==> src/hdl/sab_pkg.sv <==
// Shared constants and types of the suffix array builder.
package sab_pkg;

    localparam int MAX_LEN   = 1024;
    localparam int AW        = $clog2(MAX_LEN);
    localparam int LW        = AW + 1;
    localparam int SYM_W     = 7;
    localparam int CNT_W     = LW;
    localparam int CHAR_BINS = 1 << SYM_W;

    localparam logic [SYM_W-1:0] SENTINEL = SYM_W'(32);

    localparam logic REQ_LOAD  = 1'b0;
    localparam logic REQ_READ  = 1'b1;
    localparam logic KIND_DONE = 1'b0;
    localparam logic KIND_READ = 1'b1;

    localparam logic [1:0] ST_OK    = 2'd0;
    localparam logic [1:0] ST_OVF   = 2'd1;
    localparam logic [1:0] ST_RANGE = 2'd2;

    // Write and read requests from the sequencer to the stores.
    typedef struct packed {
        logic              text_we;
        logic [AW-1:0]     text_wa;
        logic [SYM_W-1:0]  text_wd;
        logic [AW-1:0]     text_ra;
        logic              ord_we;
        logic [AW-1:0]     ord_wa;
        logic [AW-1:0]     ord_wd;
        logic [AW-1:0]     ord_ra;
        logic              cls_we;
        logic [AW-1:0]     cls_wa;
        logic [AW-1:0]     cls_wd;
        logic [AW-1:0]     cls_ra_a;
        logic [AW-1:0]     cls_ra_b;
        logic              aux_we;
        logic [AW-1:0]     aux_wa;
        logic [AW-1:0]     aux_wd;
        logic [AW-1:0]     aux_ra;
        logic              cnt_we;
        logic [AW-1:0]     cnt_wa;
        logic [CNT_W-1:0]  cnt_wd;
        logic [AW-1:0]     cnt_ra;
    } sab_mem_req_t;

    // Registered read data returned by the stores.
    typedef struct packed {
        logic [SYM_W-1:0]  text;
        logic [AW-1:0]     ord;
        logic [AW-1:0]     cls_a;
        logic [AW-1:0]     cls_b;
        logic [AW-1:0]     aux;
        logic [CNT_W-1:0]  cnt;
    } sab_mem_rsp_t;

endpackage

==> src/hdl/sab_seq.sv <==
// Build and query sequencer: sweeps the stores one element at a time.
module sab_seq
    import sab_pkg::*;
(
    input  logic              aclk,
    input  logic              aresetn,
    input  logic              in_valid,
    output logic              in_ready,
    input  logic              req_type,
    input  logic [SYM_W-1:0]  symbol,
    input  logic              last,
    input  logic [AW-1:0]     rank_index,
    output logic              out_valid,
    input  logic              out_ready,
    output logic              kind,
    output logic [AW-1:0]     suffix_start,
    output logic [AW-1:0]     class_id,
    output logic [LW-1:0]     text_length,
    output logic [1:0]        status,
    output sab_mem_req_t      mreq,
    input  sab_mem_rsp_t      mrsp
);

    typedef enum logic [5:0] {
        S_IDLE, S_SENT, S_CLRC,
        S_H0, S_H1, S_H2,
        S_P0, S_P1,
        S_L0, S_L1, S_L2,
        S_F0, S_F1, S_F2,
        S_CHK,
        S_R0, S_R1,
        S_CB,
        S_C0, S_C1, S_C2,
        S_PR0, S_PR1,
        S_S0, S_S1, S_S2, S_S3,
        S_K0, S_K1,
        S_Q0, S_Q1, S_Q2,
        S_J0, S_J1,
        S_RD0, S_RD1
    } state_t;

    state_t            state_reg;
    logic [LW-1:0]     i_reg;
    logic [LW-1:0]     n_reg;
    logic [LW-1:0]     acc_reg;
    logic [LW-1:0]     shift_reg;
    logic [AW-1:0]     x_reg;
    logic [AW-1:0]     key_reg;
    logic [AW-1:0]     prev_reg;
    logic [AW-1:0]     pa_reg;
    logic [AW-1:0]     pb_reg;
    logic [SYM_W-1:0]  pt_reg;
    logic [3:0]        step_reg;
    logic              built_reg;
    logic              ovf_reg;
    logic              ovalid_reg;
    logic              okind_reg;
    logic [AW-1:0]     ostart_reg;
    logic [AW-1:0]     ocls_reg;
    logic [LW-1:0]     olen_reg;
    logic [1:0]        ostat_reg;

    logic              accept;
    logic [LW-1:0]     cnt0;
    logic              room;
    logic [LW-1:0]     cnt1;
    logic              last_i;
    logic              last_bin;
    logic [LW:0]       back_sum;
    logic [AW-1:0]     back_pos;
    logic [LW:0]       fwd_sum;
    logic [AW-1:0]     fwd_pos;
    logic [AW-1:0]     first_cls;
    logic [AW-1:0]     round_cls;
    logic [LW:0]       span;
    logic              go_round;

    assign in_ready     = (state_reg == S_IDLE) && !ovalid_reg;
    assign accept       = in_valid && in_ready;
    assign out_valid    = ovalid_reg;
    assign kind         = okind_reg;
    assign suffix_start = ostart_reg;
    assign class_id     = ocls_reg;
    assign text_length  = olen_reg;
    assign status       = ostat_reg;

    assign cnt0     = built_reg ? '0 : n_reg;
    assign room     = cnt0 < LW'(MAX_LEN - 1);
    assign cnt1     = room ? cnt0 + LW'(1) : cnt0;
    assign last_i   = (i_reg + LW'(1)) == n_reg;
    assign last_bin = i_reg == LW'(CHAR_BINS - 1);

    // Cyclic shift of a position back and forward by the current span (1 << step).
    always_comb begin
        if ({1'b0, mrsp.ord} >= shift_reg) begin
            back_sum = {1'b0, LW'(mrsp.ord) - shift_reg};
        end else begin
            back_sum = {1'b0, LW'(mrsp.ord)} + {1'b0, n_reg} - {1'b0, shift_reg};
        end
        back_pos = back_sum[AW-1:0];
        fwd_sum  = {1'b0, LW'(mrsp.ord)} + {1'b0, shift_reg};
        if (fwd_sum >= {1'b0, n_reg}) begin
            fwd_sum = fwd_sum - {1'b0, n_reg};
        end
        fwd_pos = fwd_sum[AW-1:0];
    end

    assign first_cls = (i_reg == '0) ? '0
                     : prev_reg + AW'(mrsp.text != pt_reg);
    assign round_cls = (i_reg == '0) ? '0
                     : prev_reg + AW'((mrsp.cls_a != pa_reg) || (mrsp.cls_b != pb_reg));
    assign span      = (LW + 1)'(1) << step_reg;
    assign go_round  = (span < {1'b0, n_reg}) && (LW'(prev_reg) < n_reg - LW'(1));

    always_comb begin
        mreq = '0;
        unique case (state_reg)
            S_IDLE: begin
                mreq.text_we = accept && (req_type == REQ_LOAD) && room;
                mreq.text_wa = cnt0[AW-1:0];
                mreq.text_wd = symbol;
                mreq.ord_ra  = rank_index;
            end
            S_SENT: begin
                mreq.text_we = 1'b1;
                mreq.text_wa = n_reg[AW-1:0];
                mreq.text_wd = SENTINEL;
            end
            S_CLRC, S_CB: begin
                mreq.cnt_we = 1'b1;
                mreq.cnt_wa = i_reg[AW-1:0];
            end
            S_H0, S_L0: mreq.text_ra = i_reg[AW-1:0];
            S_H1, S_L1: mreq.cnt_ra = AW'(mrsp.text);
            S_H2, S_C2: begin
                mreq.cnt_we = 1'b1;
                mreq.cnt_wa = key_reg;
                mreq.cnt_wd = mrsp.cnt + CNT_W'(1);
            end
            S_P0, S_PR0: mreq.cnt_ra = i_reg[AW-1:0];
            S_P1, S_PR1: begin
                mreq.cnt_we = 1'b1;
                mreq.cnt_wa = i_reg[AW-1:0];
                mreq.cnt_wd = acc_reg;
            end
            S_L2: begin
                mreq.ord_we = 1'b1;
                mreq.ord_wa = mrsp.cnt[AW-1:0];
                mreq.ord_wd = i_reg[AW-1:0];
                mreq.cnt_we = 1'b1;
                mreq.cnt_wa = key_reg;
                mreq.cnt_wd = mrsp.cnt + CNT_W'(1);
            end
            S_F0, S_R0, S_S0, S_Q0: mreq.ord_ra = i_reg[AW-1:0];
            S_F1: mreq.text_ra = mrsp.ord;
            S_F2: begin
                mreq.cls_we = 1'b1;
                mreq.cls_wa = x_reg;
                mreq.cls_wd = first_cls;
            end
            S_CHK: ;
            S_R1: begin
                mreq.ord_we = 1'b1;
                mreq.ord_wa = i_reg[AW-1:0];
                mreq.ord_wd = back_pos;
            end
            S_C0: mreq.cls_ra_a = i_reg[AW-1:0];
            S_C1, S_S2: mreq.cnt_ra = mrsp.cls_a;
            S_S1, S_RD0: mreq.cls_ra_a = mrsp.ord;
            S_S3: begin
                mreq.aux_we = 1'b1;
                mreq.aux_wa = mrsp.cnt[AW-1:0];
                mreq.aux_wd = x_reg;
                mreq.cnt_we = 1'b1;
                mreq.cnt_wa = key_reg;
                mreq.cnt_wd = mrsp.cnt + CNT_W'(1);
            end
            S_K0, S_J0: mreq.aux_ra = i_reg[AW-1:0];
            S_K1: begin
                mreq.ord_we = 1'b1;
                mreq.ord_wa = i_reg[AW-1:0];
                mreq.ord_wd = mrsp.aux;
            end
            S_Q1: begin
                mreq.cls_ra_a = mrsp.ord;
                mreq.cls_ra_b = fwd_pos;
            end
            S_Q2: begin
                mreq.aux_we = 1'b1;
                mreq.aux_wa = x_reg;
                mreq.aux_wd = round_cls;
            end
            S_J1: begin
                mreq.cls_we = 1'b1;
                mreq.cls_wa = i_reg[AW-1:0];
                mreq.cls_wd = mrsp.aux;
            end
            S_RD1: ;
            default: ;
        endcase
    end

    always_ff @(posedge aclk) begin
        if (!aresetn) begin
            state_reg  <= S_IDLE;
            n_reg      <= '0;
            step_reg   <= '0;
            built_reg  <= 1'b0;
            ovf_reg    <= 1'b0;
            ovalid_reg <= 1'b0;
            i_reg      <= '0;
        end else begin
            if (ovalid_reg && out_ready) begin
                ovalid_reg <= 1'b0;
            end
            unique case (state_reg)
                S_IDLE: begin
                    if (accept && (req_type == REQ_LOAD)) begin
                        built_reg <= 1'b0;
                        n_reg     <= cnt1;
                        ovf_reg   <= (built_reg ? 1'b0 : ovf_reg) || !room;
                        if (last) begin
                            state_reg <= S_SENT;
                        end
                    end else if (accept) begin
                        if (!built_reg || LW'(rank_index) >= n_reg) begin
                            ovalid_reg <= 1'b1;
                            okind_reg  <= KIND_READ;
                            ostart_reg <= '0;
                            ocls_reg   <= '0;
                            olen_reg   <= built_reg ? n_reg : '0;
                            ostat_reg  <= ST_RANGE;
                        end else begin
                            state_reg <= S_RD0;
                        end
                    end
                end
                S_SENT: begin
                    n_reg     <= n_reg + LW'(1);
                    step_reg  <= '0;
                    i_reg     <= '0;
                    state_reg <= S_CLRC;
                end
                S_CLRC: begin
                    i_reg <= i_reg + LW'(1);
                    if (last_bin) begin
                        i_reg     <= '0;
                        state_reg <= S_H0;
                    end
                end
                S_H0: state_reg <= S_H1;
                S_H1: begin
                    key_reg   <= AW'(mrsp.text);
                    state_reg <= S_H2;
                end
                S_H2: begin
                    i_reg     <= i_reg + LW'(1);
                    state_reg <= S_H0;
                    if (last_i) begin
                        i_reg     <= '0;
                        acc_reg   <= '0;
                        state_reg <= S_P0;
                    end
                end
                S_P0: state_reg <= S_P1;
                S_P1: begin
                    acc_reg   <= acc_reg + mrsp.cnt;
                    i_reg     <= i_reg + LW'(1);
                    state_reg <= S_P0;
                    if (last_bin) begin
                        i_reg     <= '0;
                        state_reg <= S_L0;
                    end
                end
                S_L0: state_reg <= S_L1;
                S_L1: begin
                    key_reg   <= AW'(mrsp.text);
                    state_reg <= S_L2;
                end
                S_L2: begin
                    i_reg     <= i_reg + LW'(1);
                    state_reg <= S_L0;
                    if (last_i) begin
                        i_reg     <= '0;
                        state_reg <= S_F0;
                    end
                end
                S_F0: state_reg <= S_F1;
                S_F1: begin
                    x_reg     <= mrsp.ord;
                    state_reg <= S_F2;
                end
                S_F2: begin
                    prev_reg  <= first_cls;
                    pt_reg    <= mrsp.text;
                    i_reg     <= i_reg + LW'(1);
                    state_reg <= S_F0;
                    if (last_i) begin
                        i_reg     <= '0;
                        state_reg <= S_CHK;
                    end
                end
                S_CHK: begin
                    if (go_round) begin
                        shift_reg <= span[LW-1:0];
                        state_reg <= S_R0;
                    end else begin
                        built_reg  <= 1'b1;
                        ovalid_reg <= 1'b1;
                        okind_reg  <= KIND_DONE;
                        ostart_reg <= '0;
                        ocls_reg   <= '0;
                        olen_reg   <= n_reg;
                        ostat_reg  <= ovf_reg ? ST_OVF : ST_OK;
                        state_reg  <= S_IDLE;
                    end
                end
                S_R0: state_reg <= S_R1;
                S_R1: begin
                    i_reg     <= i_reg + LW'(1);
                    state_reg <= S_R0;
                    if (last_i) begin
                        i_reg     <= '0;
                        state_reg <= S_CB;
                    end
                end
                S_CB: begin
                    i_reg <= i_reg + LW'(1);
                    if (last_i) begin
                        i_reg     <= '0;
                        state_reg <= S_C0;
                    end
                end
                S_C0: state_reg <= S_C1;
                S_C1: begin
                    key_reg   <= mrsp.cls_a;
                    state_reg <= S_C2;
                end
                S_C2: begin
                    i_reg     <= i_reg + LW'(1);
                    state_reg <= S_C0;
                    if (last_i) begin
                        i_reg     <= '0;
                        acc_reg   <= '0;
                        state_reg <= S_PR0;
                    end
                end
                S_PR0: state_reg <= S_PR1;
                S_PR1: begin
                    acc_reg   <= acc_reg + mrsp.cnt;
                    i_reg     <= i_reg + LW'(1);
                    state_reg <= S_PR0;
                    if (last_i) begin
                        i_reg     <= '0;
                        state_reg <= S_S0;
                    end
                end
                S_S0: state_reg <= S_S1;
                S_S1: begin
                    x_reg     <= mrsp.ord;
                    state_reg <= S_S2;
                end
                S_S2: begin
                    key_reg   <= mrsp.cls_a;
                    state_reg <= S_S3;
                end
                S_S3: begin
                    i_reg     <= i_reg + LW'(1);
                    state_reg <= S_S0;
                    if (last_i) begin
                        i_reg     <= '0;
                        state_reg <= S_K0;
                    end
                end
                S_K0: state_reg <= S_K1;
                S_K1: begin
                    i_reg     <= i_reg + LW'(1);
                    state_reg <= S_K0;
                    if (last_i) begin
                        i_reg     <= '0;
                        state_reg <= S_Q0;
                    end
                end
                S_Q0: state_reg <= S_Q1;
                S_Q1: begin
                    x_reg     <= mrsp.ord;
                    state_reg <= S_Q2;
                end
                S_Q2: begin
                    prev_reg  <= round_cls;
                    pa_reg    <= mrsp.cls_a;
                    pb_reg    <= mrsp.cls_b;
                    i_reg     <= i_reg + LW'(1);
                    state_reg <= S_Q0;
                    if (last_i) begin
                        i_reg     <= '0;
                        state_reg <= S_J0;
                    end
                end
                S_J0: state_reg <= S_J1;
                S_J1: begin
                    i_reg     <= i_reg + LW'(1);
                    state_reg <= S_J0;
                    if (last_i) begin
                        i_reg     <= '0;
                        step_reg  <= step_reg + 4'd1;
                        state_reg <= S_CHK;
                    end
                end
                S_RD0: begin
                    x_reg     <= mrsp.ord;
                    state_reg <= S_RD1;
                end
                S_RD1: begin
                    ovalid_reg <= 1'b1;
                    okind_reg  <= KIND_READ;
                    ostart_reg <= x_reg;
                    ocls_reg   <= mrsp.cls_a;
                    olen_reg   <= n_reg;
                    ostat_reg  <= ST_OK;
                    state_reg  <= S_IDLE;
                end
                default: state_reg <= S_IDLE;
            endcase
        end
    end

endmodule

==> config.mk <==
export PLATFORM = sky130hd
export DESIGN_NAME = sab_seq
export DESIGN_NICKNAME = d
export VERILOG_FILES = /design/src/hdl/sab_pkg.sv /design/src/hdl/sab_seq.sv
export SDC_FILE = /design/constraint.sdc
export NUM_CORES = 1
export LEC_CHECK = 0
export BUFFER_PORTS_ARGS = -buffer_cell sky130_fd_sc_hd__buf_4
export CAP_MARGIN = 15
export CORE_ASPECT_RATIO = 0.5
export CORE_MARGIN = 2
export CORE_UTILIZATION = 55
export DETAILED_ROUTE_END_ITERATION = 8
export PLACE_DENSITY = 0.79
export SLEW_MARGIN = 20
export SYNTH_ARGS = -nofsm -noshare
export SYNTH_HDL_FRONTEND = slang
export SYNTH_SLANG_ARGS = --single-unit
==> constraint.sdc <==
create_clock -name aclk -period 8.2 [get_ports aclk]
set_input_delay 1.23 -clock aclk [delete_from_list [all_inputs] [get_ports aclk]]
set_output_delay 1.23 -clock aclk [all_outputs]
set_load 0.02 [all_outputs]
# After elaboration in Yosys (flattened, before gate mapping)
# Index checks and enable logic that the tools add are counted.
# word_totals
word_cells	224
ff_bits	148
# op_classes
reduce_logical	49
muxes	81
shifts	1
addsub	14
magnitude_cmp	6
eq_ne	52
bitwise_logic	1
# ops
cell	n
$pmux W6 S35	1
$mux W11	11
$mux W10	10
$pmux W10 S2	5
$eq A6 B5 Y1 const B	16
$pmux W10 S3	3
$pmux W11 S2	4
$pmux W21 S2	2
$pmux W11 S3	2
$pmux W21 S3	1
$eq A6 B4 Y1 const B	8
$mux W6	8
$add A11 B1 Y11 const B	4
$pmux W18 S2	1
$sub A10 B10 Y10	3
$eq A6 B3 Y1 const B	4
$eq A6 B6 Y1 const B	4
$ge A10 B11 Y1	2
$add A10 B1 Y10	2
$ne A10 B10 Y1	2
$mux W4	4
$reduce_and A2 Y1	8
$reduce_or A2 Y1	8
$reduce_or A4 Y1	4
40 further kinds	87

# Logic depth before layout (Yosys ltp)
# Gate-level depths: netlist of run 1.
# depth
word_depth	6
ltp_mapped	18
ltp_nobuf	16

# Worst setup path before layout of run 1
# OpenSTA, ideal clock, no wires.
# synth_timing
path_type	flip-flop to flip-flop
from	register n_reg[1]
to	register ocls_reg[0] (netlist: class_id[0]) (enable)
n_path_buf	1
stages_incl_launch_ff	13
synth_period_minus_slack_ns	6.258
path_slack_ns	1.942
arrival_time_ns	5.748
cell_sequence	dfxtp_1 -> clkbuf_1 -> inv_1 -> ha_1 -> nand3_1 -> nor3_1 -> xnor2_1 -> ha_1 -> and3_1 -> o2111ai_1 -> a311oi_1 -> nor3_1 -> nor4_1
# synth_via
elab_chain_len	5
# synth_rtl
element	line_no	text
from (decl)	sab_seq.sv:44	logic [LW-1:0] n_reg;
from (signal assigned)	sab_seq.sv:220	n_reg <= cnt1;
from (signal assigned)	sab_seq.sv:239	n_reg <= n_reg + LW'(1);
$sub A11 B1 Y11	sab_seq.sv:113	assign go_round = (span < {1'b0, n_reg}) && (LW'(prev_reg) < n_reg - LW'(1));
$lt A10 B11 Y1	sab_seq.sv:113	
$logic_and A1 B1 Y1	sab_seq.sv:113	
$ne A2 B2 Y1 (no source line)	--	
$reduce_and A6 Y1 (no source line) *	--	
to (signal assigned)	sab_seq.sv:418	ocls_reg <= mrsp.cls_a;
to (decl)	sab_seq.sv:59	logic [AW-1:0] ocls_reg;
# Every way passes the cells marked *; elsewhere a longest branch is shown, timed or not.
# A chain may end at the register's enable or synchronous reset.

==> results.md, run 1 <==
- Status: finished clean
- Startpoint Class: input pin
- Post-Synthesis Cells: approximately 1500
- Met2 Resource Use GR: 0.6038
- Critical path required time: 6.97 ns
- Power Density: around 220 mW/mm^2
- TNS Setup: 0 ns
- Filler cells: 1877
- Vias in the first global route: 12530
- Sequential share of the synthesized area: 0.3136
- Reg2reg start: n_reg[0]$_SDFFE_PN0P_
- Total track usage: 0.3803
- Area taken by multi-input logic gates: 0.008293 sq mm
- Number of vias per cell: roughly 6.4
- Worst-Margin Slew: 1.187 ns
- CTS Buffer Depth: 2
- Mapped Area: around 0.013 sq mm
- Max cap viols: 0
- Grt total ovfl: 0
- Area Growth Syn to Fin: 22.31%
- EDFF count, synth: 113
- Mean Syn Cell Area: 8.521 sq um
- Top Usage Layer GRT: met2
- Leakage Power: 6.751 nW
- Die area: ~0.025 sq mm
- Async S/R FF share, synth: 0
- DR vias: 13310
- Seq cells post-synth: 148
- Final setup margin: 1.597 ns
- Setup CP Type: in2out
- Skew-Pair Late Insertion Delay: 0.46 ns
- Share of layout cells above drive strength 1: 0.2104
- Post-DP HPWL: 36.02 mm
- Initial drt markers: 1592
- Root buf cell: clkbuf_16
- Worst setup EP type: primary output
- Final number of setup-violating endpoints: 0
- Io pins: 280
- GRT met3 Usage: 0.08439
- Hold Slack: 0.5443 ns
- Worst-path clk slew: approximately 0.070 ns
- IO Port Bufs: 279
- Max frequency: 151.4 MHz
- Yosys warns: 0
- Clk_skew: around 0.014 ns
- N_diodes: 0
- CTS H-Tree Depth: 4
- Ys flop type: edfxtp_1
- Setup WS pre-CTS: 1.448 ns
- Initial antenna violation count: 1
- Arrival time at the worst endpoint: 5.37 ns
- FF+latch area: 0.004095 sq mm
- Synth unique cells: 80
- Die H: 112.9 um
- Initial core utilization: 0.5668
- Min-delay src: ovf_reg$_SDFFE_PN0P_
- Setup slack, reg-to-reg: 3.95 ns
- Setup Buffers After CTS: 0
- CTS sink cnt: ~150
- Count of final hold-check violations: 0
- Top cells by count, synth: nor2_1 (143), nand2_1 (126), edfxtp_1 (113), ha_1 (96), o21ai_0 (87)
- ANT nets after route: 0
- Count leader, synth: nor2_1
- Post-CTS sizing: 0
- Max Transition Viols Final: 0
- Largest net degree at the start of global routing: 32
- Synth top area cells: edfxtp_1 (26%), ha_1 (9.2%), a22o_1 (5.5%)
- Die Wd: 221.9 um
- Worst Hold Class: reg2reg
- Core footprint: 0.02303 sq mm
- Routed len/inst: ~23 um
- Period utilisation layout: 0.8052
- Tmin final: 6.603 ns
- Nets: 1945
- RSZ-0062 raised after global routing: no
- Inserted Clock Buffers: 17
- GR Util met1: 0.5012
- Synthesized Nets: 1722
- Residual DRC: 0
- Area leader, netlist: edfxtp_1
- Yosys top cell area share: 0.2599
- CTS tree: yes
- Relative slew slack: 0.2018
- First-pass GRT wire length: 72.86 mm
- Worst-path fanout max: 13
- Final wirelength: 48.56 mm
- # rows: 39
- CTS Hold Bufs: 0
- Final Non-Filler Cells: 2075
- TritonRoute pass-1 iters: 5
- Crit path from: mrsp[41]
- Routability congestion estimate from global placement: 0.9678
- Maximum VDD drop: roughly 150 uV
- Cell count after placement: 2043
- Core Util, Final: 0.6932
per-layer routing:
layer,part of all wire,vias to the layer above
met5,0.00027,-
met4,0.042,2
met3,0.11,146
met2,0.45,885
met1,0.40,6298
li1,-,5974
critical path, stage by stage:
cell and delay [ns]:
buf_4 0.14, ha_1 0.22, fa_1 0.41, nand2b_1 0.09, a21oi_1 0.08, o21ai_0 0.20
a21oi_1 0.13, nor2_1 0.12, xor2_1 0.23, ha_1 0.32, a21oi_1 0.17, nor2b_1 0.08
o41ai_1 0.36, a21oi_1 0.16, a311oi_4 0.72, nor2b_1 0.11, a211oi_1 0.36, buf_4 0.21
stage by stage:
step / total power [mW] / instance area [sq um]
after floorplan: 2.024 / 13050
after global placement: 2.546 / 15330
after detailed placement: 2.587 / 15340
after CTS: 3.390 / 15930
after global routing: 3.593 / 15970
final: 3.447 / 15970
layout make-up:
cell class | instances | area share
inverters | 85 | 0.01998
clock inverters | 14 | 0.01027
clock buffers | 18 | 0.02688
multi-input cells | 1199 | 0.5194
flip-flops and latches | 148 | 0.2565
well taps | 307 | 0.02406
repair buffers | 304 | 0.1429
cell families after synthesis:
logic type      after synthesis  synth area share
simple gates                560            0.2142
compound gates              382            0.2016
buf+inv                     185           0.05713
flops                       148            0.3136
xor+xnor                    131           0.08789
fa+ha+maj                   109            0.1120
mux                          17           0.01361
report_power, final:
| part | leakage (nW) | total, mW | internal, mW | switching, mW |
|---|---|---|---|---|
| logic | 5.15 | 1.66 | 0.617 | 1.05 |
| registers | 1.32 | 0.966 | 0.886 | 0.0798 |
| clock network | 0.283 | 0.816 | 0.433 | 0.383 |
| total | 6.75 | 3.45 | 1.94 | 1.51 |
cell usage in the layout, fill, tap and decap left out, drive strengths merged, types with 19 or more instances in the layout:
cell type and count:
edfxtp 113, buf 304, dfxtp 35, inv 92
ha 96, nand2 126, xnor2 82, a21o 19
a21oi 67, a22o 82, nand3 47, nor4 20
and2 61, a22oi 23, nor2b 26, xor2 49
o21ai 95, nor2 144, nor3 51
path summary, 6_finish.rpt:
check                                            endpoint  cells after the start
worst min register to register       ovf_reg$_SDFFE_PN0P_                      2
worst min-delay path                 ovf_reg$_SDFFE_PN0P_                      2
worst max register to register  class_id[8]$_SDFFCE_PN0P_                     14
worst max-delay path                             mreq[64]                     18
No activity file was read; power rests on OpenSTA's default activity.
==> inputs of run 2 (changes only) <==
--- a/config.mk
+++ b/config.mk
@@ -9,9 +9,9 @@
 export CAP_MARGIN = 15
 export CORE_ASPECT_RATIO = 0.5
 export CORE_MARGIN = 2
-export CORE_UTILIZATION = 55
+export CORE_UTILIZATION = 51
 export DETAILED_ROUTE_END_ITERATION = 8
-export PLACE_DENSITY = 0.79
+export PLACE_DENSITY = 0.77
 export SLEW_MARGIN = 20
 export SYNTH_ARGS = -nofsm -noshare
 export SYNTH_HDL_FRONTEND = slang
==> constraint.sdc (replaced) <==
create_clock -name aclk -period 5.9 [get_ports aclk]
set_input_delay 0.885 -clock aclk [delete_from_list [all_inputs] [get_ports aclk]]
set_output_delay 0.885 -clock aclk [all_outputs]
set_load 0.02 [all_outputs]
==> run 2 against run 1 <==
Critical path depth did not move. Combinational power grew 38%. Non-clock buffer count increased by 3. Worst hold slack worse by 0.021 ns. Utilization shrank 5.8 points. Register-to-register slack worse by 2.2 ns. Final area up 0.27%. Count of clock-buffer cells in the layout unchanged. Final cell count increased by 1.9%. Largest cell class unchanged. Largest power group unchanged. Highest routed layer is now met4.
==> results.md, run 2 (synthesized netlist as in run 1, its figures left out) <==
- Worst-path clk slew: 0.07 ns
- Commonest non-fill, non-tap cell in the layout: buf_4
- Skew-Pair Late Insertion Delay: 0.45 ns
- CTS Buffer Depth: 2
- Cell family with most CP delay: compound AO/OA/AOI/OAI gates
- Setup slack, reg-to-reg: 1.72 ns
- Die H: 117.1 um
- CP bufs+invs: 4
- Arrival time at the worst endpoint: 4.49 ns
- Leakage Power: ~6.8 nW
- Min-delay src: ovf_reg$_SDFFE_PN0P_
- Clk_skew: 0.01169 ns
- NetSw: 2.029 mW
- Reg2reg start: n_reg[6]$_SDFFE_PN0P_
- ANT nets after route: 0
- Part of the power in combinational logic: 0.483
- Commonest non-fill, non-tap cells in the layout: buf_4 (306), nor2_1 (142), nand2_1 (126)
- Maximum VDD drop: 270.0 uV
- Core Util, Final: 0.6356
- Power Density: 295.6 mW/mm^2
- Root buf cell: clkbuf_16
- Initial drt markers: 1663
- Area Growth Syn to Fin: 22.65%
- First-pass GRT wire length: 67.39 mm
- Final number of setup-violating endpoints: 0
- Post-CTS sizing: 0
- Vias in the first global route: approximately 12000
- Final wirelength: 45.33 mm
- Residual DRC: 0
- # rows: 41
- Slowest cell on the critical path: ha_1
- R2R cell count: 9
- Clock network fraction of total power: 0.237
- CTS tree: yes
- Max frequency: 186.1 MHz
- Slowest stage delay, CP: between 0.3 and 0.4 ns
- RSZ-0062 raised after global routing: no
- Hold endpoint: ovf_reg$_SDFFE_PN0P_
- Nets: 1948
- Count of final hold-check violations: 0
- Total track usage: 0.3271
- Number of vias per cell: a little over 6
- Post-DP HPWL: 33.71 mm
- Worst-path fanout max: 13
- Routed len/inst: 21.43 um
- CP Cell Sequence: buf_4 -> ha_1 -> inv_1 -> a22oi_1 -> o21ai_0 -> nor2_1 -> xor2_1 -> ha_1 -> a21o_1 -> a21oi_1 -> nor2b_1 -> o41ai_1 -> a21oi_1 -> a311oi_2 -> buf_4 -> nor2b_1 -> a211oi_1 -> buf_4
- Die area: roughly 0.027 sq mm
- Setup Buffers After CTS: 0
- Max cap viols: 0
- Worst Hold Class: reg2reg
- Inserted Clock Buffers: 17
- TNS Setup: 0 ns
- Worst setup EP type: primary output
- Status: finished clean
- Initial core utilization: 0.5183
- Core footprint: about 0.025 sq mm
- DR vias: 13030
- Sw Ratio: 0.4287
- Grt total ovfl: 0
- Period utilisation layout: 0.9109
- Io pins: 280
- Worst-Margin Slew: around 1.2 ns
- Startpoint Class: input pin
- Largest net degree at the start of global routing: 31
- Setup CP Type: in2out
- Reg2reg end: suffix_start[5]$_SDFFCE_PN0P_
- Max Transition Viols Final: 0
- N_diodes: 0
- Initial antenna violation count: 0
- Hold depth: 2
- Critical path required time: between 5 and 6 ns
- CP most frequent cell: buf_4
- CTS Hold Bufs: 0
- Share of layout cells above drive strength 1: 0.2095
- Routability congestion estimate from global placement: 0.9754
- Tmin final: 5.374 ns
- CTS H-Tree Depth: 4
- Flop pwr share: 0.280
- Cell Int Power: 2.703 mW
- Die Wd: 230.3 um
- CTS sink cnt: 148
- Relative slew slack: 0.2103
- TritonRoute pass-1 iters: 6
- IO Port Bufs: about 280
## run 2: routing by layer
layer / GRT usage / vias up / wire length (um)
met5: 0 / - / 0
met4: 0.1234 / 0 / 1536
met3: 0.06953 / 112 / 4875
met2: 0.5167 / 768 / 20310
met1: 0.4464 / 6164 / 18610
li1: - / 5983 / -
## run 2: worst max-delay path by stage
| stage | start | to | cells past startpoint |
|---|---|---|---|
| 4_1_cts | mrsp[44] | mreq[63] | 17 |
| 5_1_grt | mrsp[45] | mreq[63] | 18 |
| 2_1_floorplan | mrsp[44] | mreq[72] | 16 |
| 6_report | mrsp[45] | mreq[63] | 18 |
| 3_5_place_dp | mrsp[45] | mreq[64] | 18 |
| 3_3_place_gp | mrsp[41] | mreq[64] | 19 |
## run 2: stage by stage
stage	power, mW	hold WS, ns	setup slack, ns	instance area, sq um	std cells
2_1_floorplan	2.812	0.4795	0.7926	13060	1532
3_5_place_dp	3.569	0.5070	0.5683	15400	2082
4_1_cts	4.682	0.5288	0.5373	15990	2114
3_3_place_gp	3.545	0.4981	0.5498	15400	2082
6_report	4.732	0.5233	0.5258	16010	2115
5_1_grt	4.976	0.5795	0.1450	16010	2115
## run 2: final cells by class
cell class | count | area [sq um]
clock buffer | 18 | 429.2
clock inverter | 14 | 160.2
fill | 2209 | 9178
inverter | 85 | 319.1
multi-input combinational | 1199 | 8267
sequential | 148 | 4094
tap | 344 | 430.4
timing repair buffer | 307 | 2311
## run 2: power groups by stage
stage / Combinational [mW] / Sequential (mW) / Clock [mW]
final: 2.29 / 1.33 / 1.12
after CTS: 2.23 / 1.32 / 1.12
after global routing: 2.47 / 1.34 / 1.17
after global placement: 2.20 / 1.34 / 0
after floorplan: 1.45 / 1.36 / 0
after detailed placement: 2.22 / 1.34 / 0
## run 2: worst min-delay path: stages (launching register included)
cell and delay, ns:
dfxtp_1 0.32, a22oi_1 0.06, nor2b_1 0.10
